<file path="config.mk">
export PLATFORM = sky130hd
export DESIGN_NAME = box_overlap_percentage_unit
export DESIGN_NICKNAME = d
export VERILOG_FILES = /design/src/design/bop_pkg.sv /design/src/design/bop_front.sv /design/src/design/bop_div_cell.sv /design/src/design/box_overlap_percentage_unit.sv
export SDC_FILE = /design/constraint.sdc
export NUM_CORES = 2
export LEC_CHECK = 0
export BUFFER_PORTS_ARGS = -buffer_cell sky130_fd_sc_hd__buf_2
export CAP_MARGIN = 25
export CORE_MARGIN = 4
export CORE_UTILIZATION = 39
export DETAILED_ROUTE_END_ITERATION = 16
export SYNTH_ARGS = -nofsm -noshare
export SYNTH_HDL_FRONTEND = slang
export SYNTH_SLANG_ARGS = --single-unit
</file>
<file path="constraint.sdc">
create_clock -name clk -period 8.6 [get_ports clk]
set_input_delay 2.15 -clock clk [delete_from_list [all_inputs] [get_ports clk]]
set_output_delay 2.15 -clock clk [all_outputs]
set_load 0.005 [all_outputs]
</file>
<file path="src/design/bop_pkg.sv">
// Package for the box overlap percentage unit: field widths, request and
// result types, and the records handed between the front end and the divider.
// No dependencies.
package bop_pkg;

	// Field widths of the request and result.
	localparam int COORD_BITS        = 16;
	localparam int PERCENT_FRAC_BITS = 8;
	localparam int SIZE_BITS         = COORD_BITS - 1;
	localparam int OUT_BITS          = 7 + PERCENT_FRAC_BITS;

	// Internal widths.
	localparam int END_BITS  = COORD_BITS + 1;
	localparam int AREA_BITS = 2 * SIZE_BITS;
	localparam int SU_BITS   = AREA_BITS + 1;
	localparam int NUM_BITS  = AREA_BITS + 7;
	localparam int REM_BITS  = SU_BITS + OUT_BITS;

	// Pipeline depth: four front-end stages, one cell per quotient bit, one output register.
	localparam int FRONT_STAGES = 4;
	localparam int LATENCY      = FRONT_STAGES + OUT_BITS + 1;

	// Result for identical boxes: exactly 100 percent.
	localparam logic [OUT_BITS-1:0] PCT_FULL = OUT_BITS'(100 << PERCENT_FRAC_BITS);

	typedef struct packed {
		logic signed [COORD_BITS-1:0] a_left;
		logic signed [COORD_BITS-1:0] a_top;
		logic [SIZE_BITS-1:0]         a_width;
		logic [SIZE_BITS-1:0]         a_height;
		logic signed [COORD_BITS-1:0] b_left;
		logic signed [COORD_BITS-1:0] b_top;
		logic [SIZE_BITS-1:0]         b_width;
		logic [SIZE_BITS-1:0]         b_height;
	} bop_req_t;

	typedef struct packed {
		logic [OUT_BITS-1:0] overlap_percent;
		logic                boxes_touch;
	} bop_res_t;

	// Decisions made in the front end that ride along with the division.
	typedef struct packed {
		logic touch;
		logic ident;
		logic zero;
	} bop_flags_t;

	// Record passed from cell to cell of the divider chain.
	typedef struct packed {
		logic [REM_BITS-1:0] rem;
		logic [SU_BITS-1:0]  su;
		logic [OUT_BITS-1:0] quo;
		bop_flags_t          flags;
	} bop_div_t;

endpackage

</file>
<file path="src/design/bop_front.sv">
// Front end of the box overlap percentage unit: box geometry, areas and the
// scaled dividend, in four pipeline stages. Depends on bop_pkg.
module bop_front (
	input  logic              clk,
	input  logic              arst_n,
	input  logic              in_valid,
	input  bop_pkg::bop_req_t req,
	output logic              out_valid,
	output bop_pkg::bop_div_t out_rec
);

	localparam int EB = bop_pkg::END_BITS;
	localparam int SB = bop_pkg::SIZE_BITS;
	localparam int AB = bop_pkg::AREA_BITS;
	localparam logic [bop_pkg::NUM_BITS-1:0] PCT_SCALE = bop_pkg::NUM_BITS'(100);

	// Stage 1 inputs, widened so that corner plus size cannot overflow.
	logic signed [EB-1:0] ax, ay, bx, by;
	logic signed [EB-1:0] aw, ah, bw, bh;
	logic signed [EB-1:0] a_right, a_bottom, b_right, b_bottom;

	// Pipeline registers.
	logic                 valid_s1, valid_s2, valid_s3, valid_s4;
	logic                 touch_s1, ident_s1;
	logic signed [EB-1:0] lo_x_s1, hi_x_s1, lo_y_s1, hi_y_s1;
	logic [SB-1:0]        aw_s1, ah_s1, bw_s1, bh_s1;
	logic                 touch_s2, ident_s2;
	logic [SB-1:0]        iw_s2, ih_s2, aw_s2, ah_s2, bw_s2, bh_s2;
	logic                 touch_s3, ident_s3;
	logic [AB-1:0]        si_s3, sa_s3, sb_s3;
	logic [bop_pkg::SU_BITS-1:0]  su_s4;
	logic [bop_pkg::NUM_BITS-1:0] num_s4;
	bop_pkg::bop_flags_t  flags_s4;

	// Stage 2 differences.
	logic signed [EB-1:0] dx, dy;

	always_comb begin
		ax       = EB'(req.a_left);
		ay       = EB'(req.a_top);
		bx       = EB'(req.b_left);
		by       = EB'(req.b_top);
		aw       = EB'(req.a_width);
		ah       = EB'(req.a_height);
		bw       = EB'(req.b_width);
		bh       = EB'(req.b_height);
		a_right  = ax + aw;
		a_bottom = ay + ah;
		b_right  = bx + bw;
		b_bottom = by + bh;
	end

	assign dx = hi_x_s1 - lo_x_s1;
	assign dy = hi_y_s1 - lo_y_s1;

	// Valid bits travel with the data.
	always_ff @(posedge clk or negedge arst_n) begin
		if (!arst_n) begin
			valid_s1 <= 1'b0;
			valid_s2 <= 1'b0;
			valid_s3 <= 1'b0;
			valid_s4 <= 1'b0;
		end else begin
			valid_s1 <= in_valid;
			valid_s2 <= valid_s1;
			valid_s3 <= valid_s2;
			valid_s4 <= valid_s3;
		end
	end

	always_ff @(posedge clk) begin
		// Stage 1: closed-box contact test and the intersection edges.
		touch_s1 <= !(ax > b_right || bx > a_right) && !(ay > b_bottom || by > a_bottom);
		ident_s1 <= (req.a_left == req.b_left) && (req.a_top == req.b_top) &&
			(req.a_width == req.b_width) && (req.a_height == req.b_height);
		lo_x_s1  <= (ax > bx) ? ax : bx;
		hi_x_s1  <= (a_right < b_right) ? a_right : b_right;
		lo_y_s1  <= (ay > by) ? ay : by;
		hi_y_s1  <= (a_bottom < b_bottom) ? a_bottom : b_bottom;
		aw_s1    <= req.a_width;
		ah_s1    <= req.a_height;
		bw_s1    <= req.b_width;
		bh_s1    <= req.b_height;

		// Stage 2: intersection extent; touching boxes never give a negative one.
		touch_s2 <= touch_s1;
		ident_s2 <= ident_s1;
		iw_s2    <= touch_s1 ? dx[SB-1:0] : '0;
		ih_s2    <= touch_s1 ? dy[SB-1:0] : '0;
		aw_s2    <= aw_s1;
		ah_s2    <= ah_s1;
		bw_s2    <= bw_s1;
		bh_s2    <= bh_s1;

		// Stage 3: the three areas.
		touch_s3 <= touch_s2;
		ident_s3 <= ident_s2;
		si_s3    <= AB'(iw_s2) * AB'(ih_s2);
		sa_s3    <= AB'(aw_s2) * AB'(ah_s2);
		sb_s3    <= AB'(bw_s2) * AB'(bh_s2);

		// Stage 4: union area and the dividend scaled to percent.
		su_s4          <= bop_pkg::SU_BITS'(sa_s3) + bop_pkg::SU_BITS'(sb_s3)
			- bop_pkg::SU_BITS'(si_s3);
		num_s4         <= bop_pkg::NUM_BITS'(si_s3) * PCT_SCALE;
		flags_s4.touch <= touch_s3;
		flags_s4.ident <= ident_s3;
		flags_s4.zero  <= (sa_s3 == '0) && (sb_s3 == '0);
	end

	// The dividend enters the divider already shifted by the fraction bits.
	always_comb begin
		out_valid     = valid_s4;
		out_rec.rem   = bop_pkg::REM_BITS'(num_s4) << bop_pkg::PERCENT_FRAC_BITS;
		out_rec.su    = su_s4;
		out_rec.quo   = '0;
		out_rec.flags = flags_s4;
	end

endmodule

</file>
<file path="src/design/bop_div_cell.sv">
// One cell of the restoring divider chain: one quotient bit per cell.
// Depends on bop_pkg.
module bop_div_cell (
	input  logic              clk,
	input  logic              arst_n,
	input  logic              in_valid,
	input  bop_pkg::bop_div_t in_rec,
	output logic              out_valid,
	output bop_pkg::bop_div_t out_rec
);

	localparam int RB = bop_pkg::REM_BITS;
	localparam int QB = bop_pkg::OUT_BITS;

	logic [RB-1:0]     dvs;
	logic              ge;
	logic [RB-1:0]     rem_sub;
	logic              valid_q;
	bop_pkg::bop_div_t rec_q;

	// Compare against the divisor aligned to the top quotient bit; the
	// remainder doubles after each step instead of the divisor shifting.
	always_comb begin
		dvs     = RB'(in_rec.su) << (QB - 1);
		ge      = in_rec.rem >= dvs;
		rem_sub = ge ? (in_rec.rem - dvs) : in_rec.rem;
	end

	always_ff @(posedge clk or negedge arst_n) begin
		if (!arst_n) begin
			valid_q <= 1'b0;
		end else begin
			valid_q <= in_valid;
		end
	end

	always_ff @(posedge clk) begin
		rec_q.rem   <= rem_sub << 1;
		rec_q.su    <= in_rec.su;
		rec_q.quo   <= {in_rec.quo[QB-2:0], ge};
		rec_q.flags <= in_rec.flags;
	end

	assign out_valid = valid_q;
	assign out_rec   = rec_q;

endmodule

</file>
<file path="src/design/box_overlap_percentage_unit.sv">
// Top level of the box overlap percentage unit: front end, divider chain
// and output register. Depends on bop_pkg, bop_front and bop_div_cell.
//
// Usage: drive a box pair on req and raise start; the request is taken at
// any rising edge with start high and busy low. busy stays low, so a new
// request may be given in every cycle, one pair per clock.
// The result appears on res with done high for exactly one cycle, after the
// request has passed four front-end stages for geometry, areas and the scaled
// dividend, one divider cell per quotient bit (15 cells), and the output register.
// The divider chain is the longest part of the pipeline; every stage takes
// a new request each cycle, so throughput is one result per clock.
// Results leave in request order. The receiver cannot stall the block and
// must take each result in the cycle that done marks.
// Reset clears every valid bit at once; requests in flight are dropped and
// no result is shown for them. No state survives between requests.
module box_overlap_percentage_unit (
	input  logic              clk,
	input  logic              arst_n,
	input  logic              start,
	output logic              busy,
	input  bop_pkg::bop_req_t req,
	output logic              done,
	output bop_pkg::bop_res_t res
);

	localparam int NCELL = bop_pkg::OUT_BITS;

	logic              chain_valid [NCELL+1];
	bop_pkg::bop_div_t chain_rec   [NCELL+1];
	bop_pkg::bop_div_t last_rec;
	logic              done_q;
	bop_pkg::bop_res_t res_q;

	// The pipeline never stalls.
	assign busy = 1'b0;

	bop_front u_front (
		.clk      (clk),
		.arst_n   (arst_n),
		.in_valid (start),
		.req      (req),
		.out_valid(chain_valid[0]),
		.out_rec  (chain_rec[0])
	);

	// Divider chain, one cell per quotient bit.
	for (genvar i = 0; i < NCELL; i++) begin : g_cell
		bop_div_cell u_cell (
			.clk      (clk),
			.arst_n   (arst_n),
			.in_valid (chain_valid[i]),
			.in_rec   (chain_rec[i]),
			.out_valid(chain_valid[i+1]),
			.out_rec  (chain_rec[i+1])
		);
	end

	assign last_rec = chain_rec[NCELL];

	always_ff @(posedge clk or negedge arst_n) begin
		if (!arst_n) begin
			done_q <= 1'b0;
		end else begin
			done_q <= chain_valid[NCELL];
		end
	end

	// Identical boxes: exactly full scale; else no contact or empty union: zero.
	always_ff @(posedge clk) begin
		res_q.boxes_touch <= last_rec.flags.touch;
		priority if (last_rec.flags.touch && last_rec.flags.ident) begin
			res_q.overlap_percent <= bop_pkg::PCT_FULL;
		end else if (!last_rec.flags.touch || last_rec.flags.zero) begin
			res_q.overlap_percent <= '0;
		end else begin
			res_q.overlap_percent <= last_rec.quo;
		end
	end

	assign done = done_q;
	assign res  = res_q;

endmodule

</file>
==> key figures <==
Outcome
  – Outcome: complete, no violations

Timing
  – Max-slew violations: 0
  – Tcrit/Tclk final: 81.9%
  – Clk_skew: 0.0624 ns
  – Final hold viol count: 0
  – Worst hold slack: slightly below 0.3 ns
  – Worst slew pin tran: just under 1 ns
  – Unrepaired setup endpoints after global routing: false
  – Period minus WS final: 7.04 ns
  – Slew HR: around 34%
  – TNS Setup: 0 ns
  – Max Freq: approximately 140 MHz
  – Final Setup Violations: 0

Yosys
  – Fraction of registers with async set/reset: 1.38%
  – Top-count cell post-synth: inv_1
  – Sequential-to-total area share from yosys stat: 31.2%
  – Cell variety after synth: 101
  – Yosys Warn Count: 0
  – Post-synth top area cell: dfxtp_1
  – Cell count after synthesis: 10100
  – Synthesized Nets: 11900
  – Post-synth EDFFs: 0
  – Yosys reg bits: about 1500
  – Synth top cells by count: 1540 x inv_1, 1434 x dfxtp_1, 1092 x ha_1, 724 x nand2_1, 635 x a21oi_1
  – Dominant cells by area after synthesis: dfxtp_1 31%, ha_1 15%, fa_1 12%
  – Post-Syn Area: about 94000 µm²
  – Top-area cell type share of the netlist area: 30.7%
  – Post-synth top flop: dfxtp_1
  – Avg Cell Area, Syn: 9.29 µm²

Clock network
  – Clock latency at the later pin of the worst-skew pair: 0.82 ns
  – Worst-path clk slew: 0.07 ns
  – CTS root buf: clkbuf_16
  – H-tree Lvls: 4
  – Setup repair bufs after CTS: 0
  – Max clock buf depth: 3
  – TritonCTS clock tree: yes
  – Quantity of gates resized following cts: 0
  – Clk sinks: 1454
  – Hold_buf cts: 0
  – CTS Buf Count: 166

Worst setup path
  – Crit Path Class: register to register
  – Critical path buffers and inverters: 6
  – Crit-path cells: and2_1 -> fa_1 -> inv_1 -> fa_1 -> inv_1 -> fa_1 -> inv_1 -> fa_1 -> inv_1 -> fa_1 -> inv_1 -> fa_1 -> inv_1 -> ha_1 -> nor4_1 -> o21ai_0 -> a221oi_1 -> o21ai_0 -> o31ai_1 -> o22ai_1 -> o21a_1 -> nor2_1 -> xnor2_1
  – Startpoint Class: register
  – Critical-path top delay cell: o31ai_1
  – Critical Path Max Stage Delay: 0.65 ns
  – Family with the most delay on the worst path: adder cells
  – WP data arrival: 7.73 ns
  – Crit-path max FO: 15
  – CP Capture Type: register
  – Critical path required time: between 9 and 10 ns

Floorplan
  – Initial Util: 39.2%
  – Row Count: 179
  – DIE WIDTH: around 500 µm
  – CORE AREA: 238000 µm²
  – Die Y-Extent: 498 µm
  – Die ar.: 248000 µm²
  – Io pins: 145

Hold path
  – Worst Hold Class: register to register

Global routing
  – Grt total ovfl: 0
  – Tot GR Track Use: 19.2%
  – First-pass GRT wire length: 385 mm
  – Vias in the first global route: between 70000 and 80000
  – Initial antenna violation count: 13
  – Pin count of the biggest net entering global routing: 62

Drt
  – Drt first pass iters: 8
  – Via count: 68100
  – DRC violations left: 0
  – Routed Antenna Nets: 0
  – Routed wire length: 240 mm
  – Routed vias/inst: 5.04
  – Starting DRT DRC Count: 3158
  – WL/cell: 17.8 µm

Place
  – Detail Placement HPWL: 198 mm
  – Dpl cell area: 97600 µm²
  – I/O Buffers: 143
  – GPL Wtd Cong: between 0.9 and 1

Power and ir drop
  – Int Pwr: 24.2 mW
  – Flop pwr share: approximately a quarter
  – Leakage power total: 51.4 nW
  – Logic pwr share: 56.7%
  – Clock share of power: 17.5%
  – PwrDens: 407 nW/µm²
  – P_sw: ~18 mW
  – Switching share of power: 42.7%
  – Max VDD drop: 0.000363 V

Layout
  – Share of layout cells above drive strength 1: 6.98%
  – Layout net count: between 10000 and 15000
  – Layout area overhead: 10.8%
  – Design area: 104000 µm²

Job
  – MaxCap Viol Count: 0
final timing paths:
| path | startpoint | endpoint | slack (ns) | cells past startpoint |
|---|---|---|---|---|
| min | g_cell[0].u_cell.out_rec[46] | g_cell[1].u_cell.out_rec[46] | 0.29 | 0 |
| max in group asynchronous | arst_n | g_cell[9].u_cell.out_valid | 6.99 | 1 |
| min in group asynchronous | arst_n | done | 1.28 | 1 |
| max | u_front.aw_s2[5] | u_front.sa_s3[27] | 1.56 | 23 |
| min reg2reg | g_cell[0].u_cell.out_rec[46] | g_cell[1].u_cell.out_rec[46] | 0.29 | 0 |
| max reg2reg | u_front.aw_s2[5] | u_front.sa_s3[27] | 1.56 | 23 |
cell usage in the layout (no fill, tap or decap), drive strengths merged, types with 85 or more instances in the layout:
cell type / n
ha: 1092
o21ai: 457
nor3: 85
fa: 576
nand4: 107
mux2: 197
xnor2: 359
a21o: 345
o21a: 87
nor2: 403
nor2b: 121
inv: 1549
o21bai: 97
and2: 480
nand3: 110
buf: 165
clkbuf: 240
dfxtp: 1434
nand2: 724
xor2: 242
a21oi: 639
final cells by class:
cell class	count	area, µm²
diodes	12	30.0
inverters	1541	5780
repair buffers	166	903
fillers	23100	135000
clock buffers	239	4850
clock inverters	69	1060
well taps	3167	3960
flip-flops and latches	1454	29200
multi-input cells	6858	57800
state kept, by name (all words and copies together), names as in the netlist, 16 cells and up:
register	cells
u_front.sb_s3	30
res	16
u_front.num_s4	35
g_cell.u_cell.out_rec	1043
u_front.si_s3	30
u_front.sa_s3	30
u_front.su_s4	31
through the flow:
step	cells	util [%]	power, mW	worst slack, ns
2_1_floorplan	10100	-	28.9	1.92
3_3_place_gp	13200	41.0	34.3	1.26
3_5_place_dp	13200	41.0	34.8	1.21
4_1_cts	13500	43.4	42.5	1.50
5_1_grt	13500	43.5	46.1	1.17
6_report	13500	43.5	42.2	1.56
worst register-to-register path: stages (launching register included):
cell	delay, ns
dfxtp_1	0.50
and2_1	0.26
fa_1	0.53
inv_1	0.06
fa_1	0.54
inv_1	0.06
fa_1	0.49
inv_1	0.06
fa_1	0.48
inv_1	0.06
fa_1	0.53
inv_1	0.05
fa_1	0.52
inv_1	0.04
ha_1	0.21
nor4_1	0.27
o21ai_0	0.17
a221oi_1	0.48
o21ai_0	0.29
o31ai_1	0.65
o22ai_1	0.23
o21a_1	0.22
nor2_1	0.11
xnor2_1	0.13
kinds of logic after synthesis:
| logic type | after synthesis | share of synthesized area (%) |
|---|---|---|
| flops | 1454 | 31.2 |
| xor+xnor | 601 | 5.63 |
| compound gates | 2030 | 13.8 |
| other cells | 1 | 0.00401 |
| mux | 236 | 2.90 |
| buf+inv | 1752 | 7.11 |
| fa+ha+maj | 1668 | 26.9 |
| simple gates | 2322 | 12.4 |
power groups by stage:
stage / clock, mW / combinational (mW) / sequential (mW)
6_report: 7.39 / 23.9 / 10.9
2_1_floorplan: 0 / 18.7 / 10.2
5_1_grt: 7.89 / 27.1 / 11.1
3_3_place_gp: 0 / 23.3 / 11.0
4_1_cts: 7.63 / 24.0 / 10.9
3_5_place_dp: 0 / 23.7 / 11.0
per-layer routing:
layer	wire length [µm]	GRT usage [%]
met1	95900	21.2
met2	122000	35.7
met3	8050	2.56
met4	14500	10.3
met5	12	0
Note: power is estimated with default switching activity, not from simulation.
